### config.mk
export PLATFORM = sky130hd
export DESIGN_NAME = cpu_usage_pattern_classifier_core
export DESIGN_NICKNAME = d
export VERILOG_FILES = /design/src/hw/rtl/cupc_pkg.sv /design/src/hw/rtl/cupc_div.sv /design/src/hw/rtl/cpu_usage_pattern_classifier_core.sv
export SDC_FILE = /design/constraint.sdc
export NUM_CORES = 2
export LEC_CHECK = 0
export ABC_AREA = 1
export CORE_MARGIN = 2
export CORE_UTILIZATION = 40
export CTS_CLUSTER_DIAMETER = 60
export DETAILED_ROUTE_END_ITERATION = 8
export DONT_BUFFER_PORTS = 1
export PLACE_DENSITY_LB_ADDON = 0.2
export SLEW_MARGIN = 30
export SYNTH_ARGS = -nofsm -noshare
export SYNTH_HDL_FRONTEND = slang
export SYNTH_SLANG_ARGS = --single-unit
export TNS_END_PERCENT = 5
### constraint.sdc
create_clock -name i_clk -period 14.8 [get_ports i_clk]
set_clock_uncertainty 0.15 [all_clocks]
set_input_delay 2.96 -clock i_clk [delete_from_list [all_inputs] [get_ports i_clk]]
set_output_delay 2.96 -clock i_clk [all_outputs]
set_load 0.01 [all_outputs]
### src/hw/rtl/cupc_pkg.sv
package cupc_pkg;

    localparam int WINDOW_DEPTH_DEF = 128;

    localparam int USAGE_W   = 7;
    localparam int KIND_W    = 3;
    localparam int CONF_W    = 7;
    localparam int TOTAL_W   = 32;
    localparam int CFG_IDX_W = 1;
    localparam int LAG_W     = 5;

    localparam logic [CFG_IDX_W-1:0] CFG_BURST_LEVEL = 1'b0;
    localparam logic [CFG_IDX_W-1:0] CFG_IDLE_LEVEL  = 1'b1;

    localparam logic [USAGE_W-1:0] BURST_LEVEL_RST = 7'd70;
    localparam logic [USAGE_W-1:0] IDLE_LEVEL_RST  = 7'd10;

    localparam logic [KIND_W-1:0] KIND_STEADY     = 3'd0;
    localparam logic [KIND_W-1:0] KIND_BURSTY     = 3'd1;
    localparam logic [KIND_W-1:0] KIND_PERIODIC   = 3'd2;
    localparam logic [KIND_W-1:0] KIND_ASCENDING  = 3'd3;
    localparam logic [KIND_W-1:0] KIND_DESCENDING = 3'd4;
    localparam logic [KIND_W-1:0] KIND_IDLE_HEAVY = 3'd5;
    localparam logic [KIND_W-1:0] KIND_CPU_HEAVY  = 3'd6;
    localparam logic [KIND_W-1:0] KIND_IRREGULAR  = 3'd7;

    localparam logic [USAGE_W-1:0] HEAVY_HIGH  = 7'd70;
    localparam logic [USAGE_W-1:0] HEAVY_LOW   = 7'd20;
    localparam logic [USAGE_W-1:0] MATCH_LIMIT = 7'd20;

    typedef enum logic [3:0] {
        S_IDLE,
        S_SCAN,
        S_MDIV,
        S_VAR,
        S_VDIV,
        S_LSEL,
        S_PER,
        S_PDIV,
        S_TDIV,
        S_DECIDE,
        S_PRED,
        S_DONE
    } t_state;

    function automatic logic [LAG_W-1:0] lag_of(input logic [2:0] idx);
        logic [LAG_W-1:0] lag;
        unique case (idx)
            3'd0: lag = 5'd2;
            3'd1: lag = 5'd3;
            3'd2: lag = 5'd4;
            3'd3: lag = 5'd5;
            3'd4: lag = 5'd8;
            3'd5: lag = 5'd10;
            3'd6: lag = 5'd16;
            3'd7: lag = 5'd20;
            default: lag = 5'd2;
        endcase
        return lag;
    endfunction

endpackage

### src/hw/rtl/cupc_div.sv
module cupc_div #(
    parameter int DVD_W = 22,
    parameter int DVS_W = 8
) (
    input  logic             i_clk,
    input  logic             i_rst_n,
    input  logic             i_start,
    input  logic [DVD_W-1:0] i_dividend,
    input  logic [DVS_W-1:0] i_divisor,
    output logic             o_done,
    output logic [DVD_W-1:0] o_quotient
);

    localparam int CNT_W = $clog2(DVD_W + 1);

    logic             r_busy;
    logic             r_done;
    logic [CNT_W-1:0] r_cnt;
    logic [DVS_W-1:0] r_rem;
    logic [DVS_W-1:0] r_dvs;
    logic [DVD_W-1:0] r_q;
    logic [DVS_W:0]   w_trial;
    logic [DVS_W:0]   w_diff;
    logic             w_ge;

    assign w_trial = {r_rem, r_q[DVD_W-1]};
    assign w_diff  = w_trial - {1'b0, r_dvs};
    assign w_ge    = w_trial >= {1'b0, r_dvs};

    always_ff @(posedge i_clk) begin
        if (!i_rst_n) begin
            r_busy <= 1'b0;
            r_done <= 1'b0;
            r_cnt  <= '0;
        end else begin
            r_done <= 1'b0;
            if (i_start) begin
                r_busy <= 1'b1;
                r_cnt  <= '0;
            end else if (r_busy) begin
                r_cnt <= r_cnt + 1'b1;
                if (r_cnt == CNT_W'(DVD_W - 1)) begin
                    r_busy <= 1'b0;
                    r_done <= 1'b1;
                end
            end
        end
    end

    always_ff @(posedge i_clk) begin
        if (i_start) begin
            r_q   <= i_dividend;
            r_rem <= '0;
            r_dvs <= i_divisor;
        end else if (r_busy) begin
            r_rem <= w_ge ? w_diff[DVS_W-1:0] : w_trial[DVS_W-1:0];
            r_q   <= {r_q[DVD_W-2:0], w_ge};
        end
    end

    assign o_done     = r_done;
    assign o_quotient = r_q;

endmodule

### src/hw/rtl/cpu_usage_pattern_classifier_core.sv
// Classifies CPU usage over a sliding window of the last WINDOW_DEPTH samples as steady,
// bursty, periodic, ascending, descending, idle-heavy, cpu-heavy or irregular, and predicts
// the next pattern. One sample is taken at a time through the usage channel, and one result
// follows each sample. The window is walked once for the sum and counts, once for the
// variance and, once the fill n reaches twenty, once for each lag below half of n, reading
// one or two samples a cycle from the window memory, and a shared bit-serial divider forms
// the mean, the variance, each match rate and the trend. While fewer than ten samples are
// held, only the first walk is made. A new sample is taken while the previous result still
// waits on the result channel. Configuration writes are always taken and should only be
// made while the block is idle.
module cpu_usage_pattern_classifier_core #(
    parameter int WINDOW_DEPTH = cupc_pkg::WINDOW_DEPTH_DEF
) (
    input  logic                           i_clk,
    input  logic                           i_rst_n,
    input  logic                           i_cfg_valid,
    output logic                           o_cfg_ready,
    input  logic [cupc_pkg::CFG_IDX_W-1:0] i_cfg_index,
    input  logic [cupc_pkg::USAGE_W-1:0]   i_cfg_data,
    input  logic                           i_usage_valid,
    output logic                           o_usage_ready,
    input  logic [cupc_pkg::USAGE_W-1:0]   i_usage,
    output logic                           o_result_valid,
    input  logic                           i_result_ready,
    output logic [cupc_pkg::KIND_W-1:0]    o_current_kind,
    output logic [cupc_pkg::CONF_W-1:0]    o_current_confidence,
    output logic                           o_kind_changed,
    output logic [cupc_pkg::KIND_W-1:0]    o_predicted_kind,
    output logic [cupc_pkg::CONF_W-1:0]    o_predicted_confidence,
    output logic [cupc_pkg::TOTAL_W-1:0]   o_change_total
);

    import cupc_pkg::*;

    localparam int AW    = $clog2(WINDOW_DEPTH);
    localparam int N_W   = $clog2(WINDOW_DEPTH + 1);
    localparam int SUM_W = N_W + USAGE_W;
    localparam int DVD_W = N_W + 2 * USAGE_W;

    t_state r_state;
    t_state n_state;

    logic [USAGE_W-1:0] r_mem [WINDOW_DEPTH];
    logic [USAGE_W-1:0] r_da;
    logic [USAGE_W-1:0] r_db;

    logic [USAGE_W-1:0] r_burst_level;
    logic [USAGE_W-1:0] r_idle_level;
    logic [AW-1:0]      r_slot;
    logic [N_W-1:0]     r_n;
    logic [N_W-1:0]     r_k;
    logic               r_rv;
    logic               r_rf;

    logic [SUM_W-1:0]   r_sum;
    logic [N_W-1:0]     r_high;
    logic [N_W-1:0]     r_low;
    logic [N_W-1:0]     r_trans;
    logic               r_inside;
    logic               r_fb;
    logic               r_fi;
    logic [USAGE_W-1:0] r_x0;
    logic [USAGE_W-1:0] r_xl;
    logic [USAGE_W-1:0] r_mean;
    logic [DVD_W-1:0]   r_vacc;
    logic [CONF_W-1:0]  r_steady;
    logic [3:0]         r_li;
    logic [N_W-1:0]     r_hits;
    logic [CONF_W-1:0]  r_best;
    logic [USAGE_W-1:0] r_tmag;

    logic [KIND_W-1:0]  r_held;
    logic [CONF_W-1:0]  r_conf;
    logic [TOTAL_W-1:0] r_chg;
    logic [TOTAL_W-1:0] r_occ [8];
    logic               r_changed;
    logic [2:0]         r_pi;
    logic [TOTAL_W-1:0] r_top;
    logic [KIND_W-1:0]  r_pred;
    logic               r_ov;

    logic               w_accept;
    logic               w_issue;
    logic               w_pass_end;
    logic               w_long;
    logic               w_lag_ok;
    logic               w_load;
    logic [LAG_W-1:0]   w_lag;
    logic [N_W-1:0]     w_kb;
    logic [AW-1:0]      w_addr_a;
    logic [AW-1:0]      w_addr_b;
    logic               w_div_start;
    logic [DVD_W-1:0]   w_div_dvd;
    logic [N_W-1:0]     w_div_dvs;
    logic               w_div_done;
    logic [DVD_W-1:0]   w_div_q;
    logic [USAGE_W-1:0] w_d;
    logic [USAGE_W-1:0] w_ab;
    logic [USAGE_W-1:0] w_tabs;
    logic               w_tneg;
    logic [CONF_W-1:0]  w_win_conf;
    logic [KIND_W-1:0]  w_win_kind;
    logic [CONF_W-1:0]  w_sc_burst;
    logic [CONF_W-1:0]  w_sc_per;
    logic [CONF_W-1:0]  w_sc_trend;
    logic [N_W+1:0]     w_three_q;
    logic               w_update;

    assign w_accept    = i_usage_valid && o_usage_ready;
    assign o_cfg_ready = 1'b1;
    assign w_long      = r_n >= N_W'(10);
    assign w_lag       = lag_of(r_li[2:0]);
    assign w_lag_ok    = (r_n >= N_W'(20)) && (N_W'(w_lag) < (r_n >> 1));
    assign w_kb        = r_k - N_W'(w_lag);
    assign w_pass_end  = (r_k == r_n) && !r_rv;
    assign w_load      = (r_state == S_DONE) && (!r_ov || i_result_ready);

    function automatic logic [AW-1:0] phys(input logic [N_W-1:0] k, input logic [AW-1:0] slot,
                                           input logic full);
        logic [N_W:0] s;
        s = (N_W+1)'(slot) + (N_W+1)'(k);
        if (s >= (N_W+1)'(WINDOW_DEPTH)) begin
            s = s - (N_W+1)'(WINDOW_DEPTH);
        end
        return full ? s[AW-1:0] : k[AW-1:0];
    endfunction

    assign w_addr_a = phys(r_k, r_slot, r_n == N_W'(WINDOW_DEPTH));
    assign w_addr_b = phys(w_kb, r_slot, r_n == N_W'(WINDOW_DEPTH));

    always_ff @(posedge i_clk) begin
        if (w_accept) begin
            r_mem[r_slot] <= i_usage;
        end
        r_da <= r_mem[w_addr_a];
        r_db <= r_mem[w_addr_b];
    end

    assign w_tneg = r_xl < r_x0;
    assign w_tabs = w_tneg ? (r_x0 - r_xl) : (r_xl - r_x0);
    assign w_d    = (r_da > r_mean) ? (r_da - r_mean) : (r_mean - r_da);
    assign w_ab   = (r_da > r_db) ? (r_da - r_db) : (r_db - r_da);

    cupc_div #(
        .DVD_W(DVD_W),
        .DVS_W(N_W)
    ) u_div (
        .i_clk      (i_clk),
        .i_rst_n    (i_rst_n),
        .i_start    (w_div_start),
        .i_dividend (w_div_dvd),
        .i_divisor  (w_div_dvs),
        .o_done     (w_div_done),
        .o_quotient (w_div_q)
    );

    always_comb begin
        n_state = r_state;
        unique case (r_state)
            S_IDLE:   if (w_accept) n_state = S_SCAN;
            S_SCAN:   if (w_pass_end) n_state = w_long ? S_MDIV : S_DECIDE;
            S_MDIV:   if (w_div_done) n_state = S_VAR;
            S_VAR:    if (w_pass_end) n_state = S_VDIV;
            S_VDIV:   if (w_div_done) n_state = S_LSEL;
            S_LSEL: begin
                if (r_li[3]) begin
                    n_state = S_TDIV;
                end else if (w_lag_ok) begin
                    n_state = S_PER;
                end
            end
            S_PER:    if (w_pass_end) n_state = S_PDIV;
            S_PDIV:   if (w_div_done) n_state = S_LSEL;
            S_TDIV:   if (w_div_done) n_state = S_DECIDE;
            S_DECIDE: n_state = S_PRED;
            S_PRED:   if (r_pi == 3'd7) n_state = S_DONE;
            S_DONE:   if (w_load) n_state = S_IDLE;
            default:  n_state = S_IDLE;
        endcase
    end

    always_comb begin
        o_usage_ready = r_state == S_IDLE;
        w_issue       = 1'b0;
        w_div_start   = 1'b0;
        w_div_dvd     = '0;
        w_div_dvs     = r_n;
        unique case (r_state)
            S_SCAN: begin
                w_issue     = r_k < r_n;
                w_div_start = w_pass_end && w_long;
                w_div_dvd   = DVD_W'(r_sum);
            end
            S_VAR: begin
                w_issue     = r_k < r_n;
                w_div_start = w_pass_end;
                w_div_dvd   = r_vacc;
            end
            S_LSEL: begin
                w_div_start = r_li[3];
                w_div_dvd   = DVD_W'(w_tabs);
                w_div_dvs   = r_n - 1'b1;
            end
            S_PER: begin
                w_issue     = r_k < r_n;
                w_div_start = w_pass_end;
                w_div_dvd   = DVD_W'(r_hits) * DVD_W'(100);
                w_div_dvs   = r_n - N_W'(w_lag);
            end
            default: begin
                w_issue = 1'b0;
            end
        endcase
    end

    always_comb begin
        if (r_trans > (r_n >> 2)) begin
            w_sc_burst = (r_trans >= N_W'(10)) ? 7'd95 : 7'(r_trans[3:0]) * 7'd10;
        end else if (r_fb && r_fi) begin
            w_sc_burst = 7'd60;
        end else begin
            w_sc_burst = 7'd0;
        end
        priority if (r_best > 7'd80) w_sc_per = 7'd90;
        else if (r_best > 7'd60) w_sc_per = 7'd70;
        else if (r_best > 7'd40) w_sc_per = 7'd50;
        else w_sc_per = 7'd0;
        if (r_tmag > 7'd2) begin
            w_sc_trend = (r_tmag >= 7'd9) ? 7'd90 : 7'(r_tmag[3:0]) * 7'd10;
        end else begin
            w_sc_trend = 7'd0;
        end

        w_win_conf = 7'd0;
        w_win_kind = KIND_IRREGULAR;
        if (w_long) begin
            if (r_steady > w_win_conf) begin
                w_win_conf = r_steady;
                w_win_kind = KIND_STEADY;
            end
            if (w_sc_burst > w_win_conf) begin
                w_win_conf = w_sc_burst;
                w_win_kind = KIND_BURSTY;
            end
            if (w_sc_per > w_win_conf) begin
                w_win_conf = w_sc_per;
                w_win_kind = KIND_PERIODIC;
            end
            if (w_sc_trend > w_win_conf) begin
                w_win_conf = w_sc_trend;
                w_win_kind = w_tneg ? KIND_DESCENDING : KIND_ASCENDING;
            end
        end
        w_three_q = ((N_W+2)'(r_n) + ((N_W+2)'(r_n) << 1)) >> 2;
        priority if ((N_W+2)'(r_high) > w_three_q) begin
            w_win_conf = 7'd85;
            w_win_kind = KIND_CPU_HEAVY;
        end else if ((N_W+2)'(r_low) > w_three_q) begin
            w_win_conf = 7'd85;
            w_win_kind = KIND_IDLE_HEAVY;
        end
        w_update = (w_win_conf > 7'd60) && (w_win_kind != r_held);
    end

    always_ff @(posedge i_clk) begin
        if (!i_rst_n) begin
            r_state       <= S_IDLE;
            r_burst_level <= BURST_LEVEL_RST;
            r_idle_level  <= IDLE_LEVEL_RST;
            r_slot        <= '0;
            r_n           <= '0;
            r_rv          <= 1'b0;
            r_held        <= KIND_IRREGULAR;
            r_conf        <= '0;
            r_chg         <= '0;
            r_ov          <= 1'b0;
            for (int i = 0; i < 8; i++) begin
                r_occ[i] <= '0;
            end
        end else begin
            r_state <= n_state;
            r_rv    <= w_issue;
            if (i_cfg_valid) begin
                unique case (i_cfg_index)
                    CFG_BURST_LEVEL: r_burst_level <= i_cfg_data;
                    CFG_IDLE_LEVEL:  r_idle_level  <= i_cfg_data;
                    default:         r_idle_level  <= r_idle_level;
                endcase
            end
            if (w_accept) begin
                r_slot <= (r_slot == AW'(WINDOW_DEPTH - 1)) ? '0 : r_slot + 1'b1;
                if (r_n != N_W'(WINDOW_DEPTH)) begin
                    r_n <= r_n + 1'b1;
                end
            end
            if (r_state == S_DECIDE && w_update) begin
                r_held <= w_win_kind;
                r_conf <= w_win_conf;
                r_chg  <= r_chg + 1'b1;
                for (int i = 0; i < 8; i++) begin
                    if (w_win_kind == KIND_W'(i)) begin
                        r_occ[i] <= r_occ[i] + 1'b1;
                    end
                end
            end
            if (w_load) begin
                r_ov <= 1'b1;
            end else if (i_result_ready) begin
                r_ov <= 1'b0;
            end
        end
    end

    always_ff @(posedge i_clk) begin
        r_rf <= w_issue && (r_k == '0);
        if (w_issue) begin
            r_k <= r_k + 1'b1;
        end
        if (w_accept) begin
            r_k      <= '0;
            r_sum    <= '0;
            r_high   <= '0;
            r_low    <= '0;
            r_trans  <= '0;
            r_inside <= 1'b0;
            r_fb     <= 1'b0;
            r_fi     <= 1'b0;
            r_best   <= '0;
            r_li     <= '0;
        end
        if (r_rv) begin
            unique case (r_state)
                S_SCAN: begin
                    r_sum <= r_sum + SUM_W'(r_da);
                    r_xl  <= r_da;
                    if (r_rf) begin
                        r_x0 <= r_da;
                    end
                    if (r_da > HEAVY_HIGH) begin
                        r_high <= r_high + 1'b1;
                    end else if (r_da < HEAVY_LOW) begin
                        r_low <= r_low + 1'b1;
                    end
                    if (r_da > r_burst_level) begin
                        r_fb     <= 1'b1;
                        r_inside <= 1'b1;
                        if (!r_inside) begin
                            r_trans <= r_trans + 1'b1;
                        end
                    end else if (r_da < r_idle_level) begin
                        r_fi     <= 1'b1;
                        r_inside <= 1'b0;
                        if (r_inside) begin
                            r_trans <= r_trans + 1'b1;
                        end
                    end
                end
                S_VAR: begin
                    r_vacc <= r_vacc + DVD_W'(w_d) * DVD_W'(w_d);
                end
                S_PER: begin
                    if (w_ab < MATCH_LIMIT) begin
                        r_hits <= r_hits + 1'b1;
                    end
                end
                default: begin
                    r_sum <= r_sum;
                end
            endcase
        end
        unique case (r_state)
            S_MDIV: begin
                if (w_div_done) begin
                    r_mean <= w_div_q[USAGE_W-1:0];
                    r_k    <= '0;
                    r_vacc <= '0;
                end
            end
            S_VDIV: begin
                if (w_div_done) begin
                    priority if (w_div_q < DVD_W'(100)) r_steady <= 7'd90;
                    else if (w_div_q < DVD_W'(300)) r_steady <= 7'd70;
                    else if (w_div_q < DVD_W'(500)) r_steady <= 7'd50;
                    else r_steady <= 7'd0;
                end
            end
            S_LSEL: begin
                if (!r_li[3]) begin
                    if (w_lag_ok) begin
                        r_k    <= N_W'(w_lag);
                        r_hits <= '0;
                    end else begin
                        r_li <= r_li + 1'b1;
                    end
                end
            end
            S_PDIV: begin
                if (w_div_done) begin
                    if (w_div_q[CONF_W-1:0] > r_best) begin
                        r_best <= w_div_q[CONF_W-1:0];
                    end
                    r_li <= r_li + 1'b1;
                end
            end
            S_TDIV: begin
                if (w_div_done) begin
                    r_tmag <= w_div_q[USAGE_W-1:0];
                end
            end
            S_DECIDE: begin
                r_changed <= w_update;
                r_pi      <= '0;
                r_top     <= '0;
                r_pred    <= KIND_IRREGULAR;
            end
            S_PRED: begin
                if (r_occ[r_pi] > r_top) begin
                    r_top  <= r_occ[r_pi];
                    r_pred <= r_pi;
                end
                r_pi <= r_pi + 1'b1;
            end
            default: begin
                r_pi <= r_pi;
            end
        endcase
        if (w_load) begin
            o_current_kind         <= r_held;
            o_current_confidence   <= r_conf;
            o_kind_changed         <= r_changed;
            o_predicted_kind       <= (r_held != KIND_IRREGULAR && r_conf > 7'd80) ?
                                      r_held : r_pred;
            o_predicted_confidence <= (r_top >= TOTAL_W'(9)) ? 7'd90 :
                                      7'(r_top[3:0]) * 7'd10;
            o_change_total         <= r_chg;
        end
    end

    assign o_result_valid = r_ov;

    a_div_done_in_div_state: assert property (@(posedge i_clk) disable iff (!i_rst_n)
        w_div_done |-> (r_state == S_MDIV || r_state == S_VDIV || r_state == S_PDIV ||
                        r_state == S_TDIV))
        else $error("divider finished outside a divide state");

    a_read_in_pass: assert property (@(posedge i_clk) disable iff (!i_rst_n)
        r_rv |-> (r_state == S_SCAN || r_state == S_VAR || r_state == S_PER))
        else $error("window read data arrived outside a pass");

    a_fill_bounded: assert property (@(posedge i_clk) disable iff (!i_rst_n)
        r_n <= N_W'(WINDOW_DEPTH))
        else $error("fill level beyond window depth");

    a_result_loaded: assert property (@(posedge i_clk) disable iff (!i_rst_n)
        w_load |=> (o_result_valid && r_state == S_IDLE))
        else $error("result transfer not presented after completion");

endmodule

==> results <==
- The maximum fanout along the worst path is 48.
- The biggest area consumer among synthesized cells is edfxtp_1.
- The H-tree generated during clock tree synthesis spans 4 levels.
- In this run the count of I/O pins placed on the die edge is 76.
- After layout, the worst path uses 66.0% of the clock period.
- The cell total after placement is approximately 12000.
- The startpoint class of the critical path is a flop.
- Global routing finished with a remaining overflow of 0.
- The portion of netlist area occupied by mux cells is 0.0862%.
- The worst hold path belongs to the class flop to flop.
- The number of warning messages in the yosys log is 0.
- The deepest clock path buffer count is 3.
- The final-report max-slew violation count is 0.
- After detailed routing, the number of vias per cell comes to 5.87.
- The quantity of hold-fixing buffers added after cts is 0.
- OpenSTA, run right after detailed placement, puts the worst setup slack at 4980 ps.
- Yosys mapped a number of flops with a built-in enable equal to 1322.
- For this run, asynchronously set or reset flops after synthesis account for 0%.
- The first-pass detailed-route iteration total is 8.
- TritonCTS built the clock tree.
- The most common cell after layout, fill and taps aside is nor2_1.
- The number of instances in the synthesized netlist is 9274.
- The number of clock sinks seen by CTS is 1513.
- Summed over all cells, the static leakage comes to 33.9 nW.
- Setup violations remaining at the end of the flow were counted as 0.
- Sequential elements use 51.7% of the synthesized area.
- The clock-pin slew of the registers on the worst-case setup and hold paths is 60 ps.
- The layout has 20000 filler cells.
- The count of endpoints failing hold in the final timing report is 0.
- Among all stages on the critical path, the largest delay is contributed by inv_2.
- For the worst setup path, the data required time is 15290 ps.
- The run finished with clean final reports.
- In the global route stage, overall resource usage came out at 24.4%.
- In this run the core area contains 168 standard-cell rows.
- The netlist area before placement is 84200 um^2.
- The multi-input logic area is 35500 um^2.
- Among all flip-flop cells after synthesis, the most frequent one is edfxtp_1.
- Summing the areas of all fa, ha and maj instances in the mapped netlist gives between 5 and 6% of the synthesized area.
- The weighted congestion reported at the end of routability-driven placement is 0.894.
- Entering global routing, the biggest net connects 152 pins.
- The initial antenna violation count is 4.
- The die covers 214000 um^2.
- The worst setup path is captured at a flop.
- The worst hold-check slack is 313 ps.
- During placement, the flow inserted port buffers numbering 0.
- The number of global-route vias before repair was roughly 67000.
- The floorplan step defined a core boundary enclosing 209000 um^2.
- Derived from the worst setup path, the maximum achievable clock frequency is 102 MHz.
- Once routing completed, OpenROAD measured the worst setup slack at 5030 ps.
- The synthesized netlist devotes about 18% of its cell area to compound gates.
- Summing over every cut layer, the via total after detailed routing is ~70000.
- The post-synthesis sequential element count is 1513.
- Setup repair after global routing left no endpoint under its margin.
- The largest family of logic cells by synthesized area is compound AO/OA/AOI/OAI gates.
- The first global-routing pass estimated 409 mm of wire.
- For this block, the routed nets add up to 271 mm of wire.
- The post-CTS setup-driven buffer insertion count is 0.
- The distinct cell type count after synthesis is between 60 and 70.
- Yosys attributes the largest share of cell area to edfxtp_1 47%, o21ai_0 7.2%, nor2_1 6.3%.
- The floorplan step set the die width to 463 um.
- The root buffer selected by CTS is clkbuf_16.
- By instance count, the cell type seen most on the critical path is nand2_1.
- The initial core utilization is 40.2%.
- Each instance of the synthesized netlist takes up on average 9.08 um^2.
- The worst setup path is of the flop to flop kind.
- Summing the areas of all xor and xnor instances in the mapped netlist gives ~1.6% of the synthesized area.
- The max-capacitance violation count is 0.
- The post-detailed-route wirelength per cell is 22.6 um.
- The clock latency on the worst-skew pair is 840 ps.
- Measured against its own limit, the worst slew margin works out to about 29%.
- Dividing total power by cell area gives a power density of 202 nW/um^2.
- At the pin with the least slew margin, the transition time is 1060 ps.
- The area growth from synthesis to layout is 10.4%.
- The critical path data arrival time is 10260 ps.
- The total number of nets in the final design is between 9000 and 10000.
- The largest single stage delay on the critical path is between 800 and 900 ps.
- In this run, CTS created clock tree buffers numbering 183.
- The count of unresolved DRC violations after routing is 0.
- When the netlist entered floorplanning its net count stood at 9633.
- From bottom edge to top edge, the die measures 463 um.
- For this run, the share of the core covered by cells in the final layout is about 44%.
- The register cell area after layout is 43500 um^2.
- The count of cells in the finished layout, fillers not included, comes to 12000.
- The first routing iteration left approximately 8000 violations.
- The post-cts repair resize count is 0.
- The worst-case IR drop observed on VDD is 0.659 mV.
- The library cells used most frequently in the layout, excluding fill and tap cells, are 1413 x nor2_1, 1322 x edfxtp_1, 1206 x o21ai_0, 1013 x nand2_1, 862 x inv_1.
- Of the total synthesized cell area, the portion taken by AND, OR, NAND and NOR gates is 17.0%.
- The half-perimeter wire length after detailed placement is 167 mm.
- In this run the biggest area consumer among cell types represents 47.2% of the synthesized area.
- The number of nets still failing antenna checks after routing is 0.
- Summed over all failing endpoints, the final setup total negative slack is 0 ps.
- The fraction of final layout cells with drive strength greater than 1 is 6.26%.
- The time the worst path needs with I/O delays and setup is slightly below 10000 ps.
per-stage QoR:
step | power, mW | instance area (um^2)
floorplan | 11.2 | 84200
global placement | 13.8 | 86500
detailed placement | 14.0 | 86700
CTS | 18.7 | 92900
global route | 20.0 | 92900
finish | 18.8 | 92900
worst max-delay path, delay by kind of cell, from the launching register on:
kind            cells  cell delay (ps)
simple gates       31             4890
buf+inv             5             1390
fa+ha+maj           4             1220
flops               1              450
compound gates      3             1480
per-layer routing:
metal  vias up  GRT usage [%]  share of wire [%]
met1     33900           33.4                 43
met4         2           10.1                4.1
met2      3409           37.9                 44
met5         -              0             0.0048
li1      32500              -                  -
met3       664           4.52                8.8
logic make-up after synthesis:
| family | after synthesis |
|---|---|
| AOI/OAI and AO/OA | 2559 |
| xor gates and xnor gates | 155 |
| and+or+nand+nor | 3289 |
| other | 2 |
| muxes | 7 |
| buffers and inverters | 1410 |
| DFF | 1513 |
| adders and majority gates | 339 |
registers in the layout (all words and copies together), names as in the netlist, 15 cells and up, named ones only:
| signal | cells |
|---|---|
| r_mem | 896 |
| r_occ | 256 |
| o_change_total | 32 |
| r_chg | 32 |
| r_top | 32 |
| r_vacc | 22 |
| u_div.o_quotient | 22 |
| r_sum | 15 |
final cells by class:
type,instances,share of cell area [%]
Clock buffer,211,5.09
Inverter,891,3.63
Sequential cell,1513,46.8
Antenna cell,1,0.00269
Clock inverter,131,1.62
Tap cell,2805,3.78
Multi-Input combinational cell,6351,38.2
Timing Repair Buffer,85,0.894
path summary, 6_finish.rpt:
check | slack [ps] | cells past startpoint | end | from
setup / recovery | 5030 | 43 | r_occ[3][2]$_SDFFCE_PN0P_ | r_n[7]$_SDFFE_PN0P_
hold / removal | 310 | 2 | r_fb$_DFF_P_ | r_fb$_DFF_P_
setup reg to reg | 5030 | 43 | r_occ[3][2]$_SDFFCE_PN0P_ | r_n[7]$_SDFFE_PN0P_
hold reg to reg | 310 | 2 | r_fb$_DFF_P_ | r_fb$_DFF_P_
synth_stat cells (40+ instances only):
library cell  number
nor2_1          1420
edfxtp_1        1322
o21ai_0         1217
nand2_1         1013
inv_1            867
a21oi_1          635
clkbuf_1         440
nand3_1          409
ha_1             295
o221ai_1         288
dfxtp_1          191
nor3_1           137
xor2_1           119
o311ai_0         104
o22ai_1           89
nand4_1           85
o211ai_1          80
nor3_2            68
fa_1              44
buf_1             41
nor4_1            40
power by group:
| group | switching (mW) | internal [mW] | total [mW] |
|---|---|---|---|
| registers | 0.199 | 4.84 | 5.04 |
| clock network | 1.94 | 2.75 | 4.69 |
| logic | 6.27 | 2.79 | 9.06 |
No activity file was read; power rests on OpenSTA's default activity.
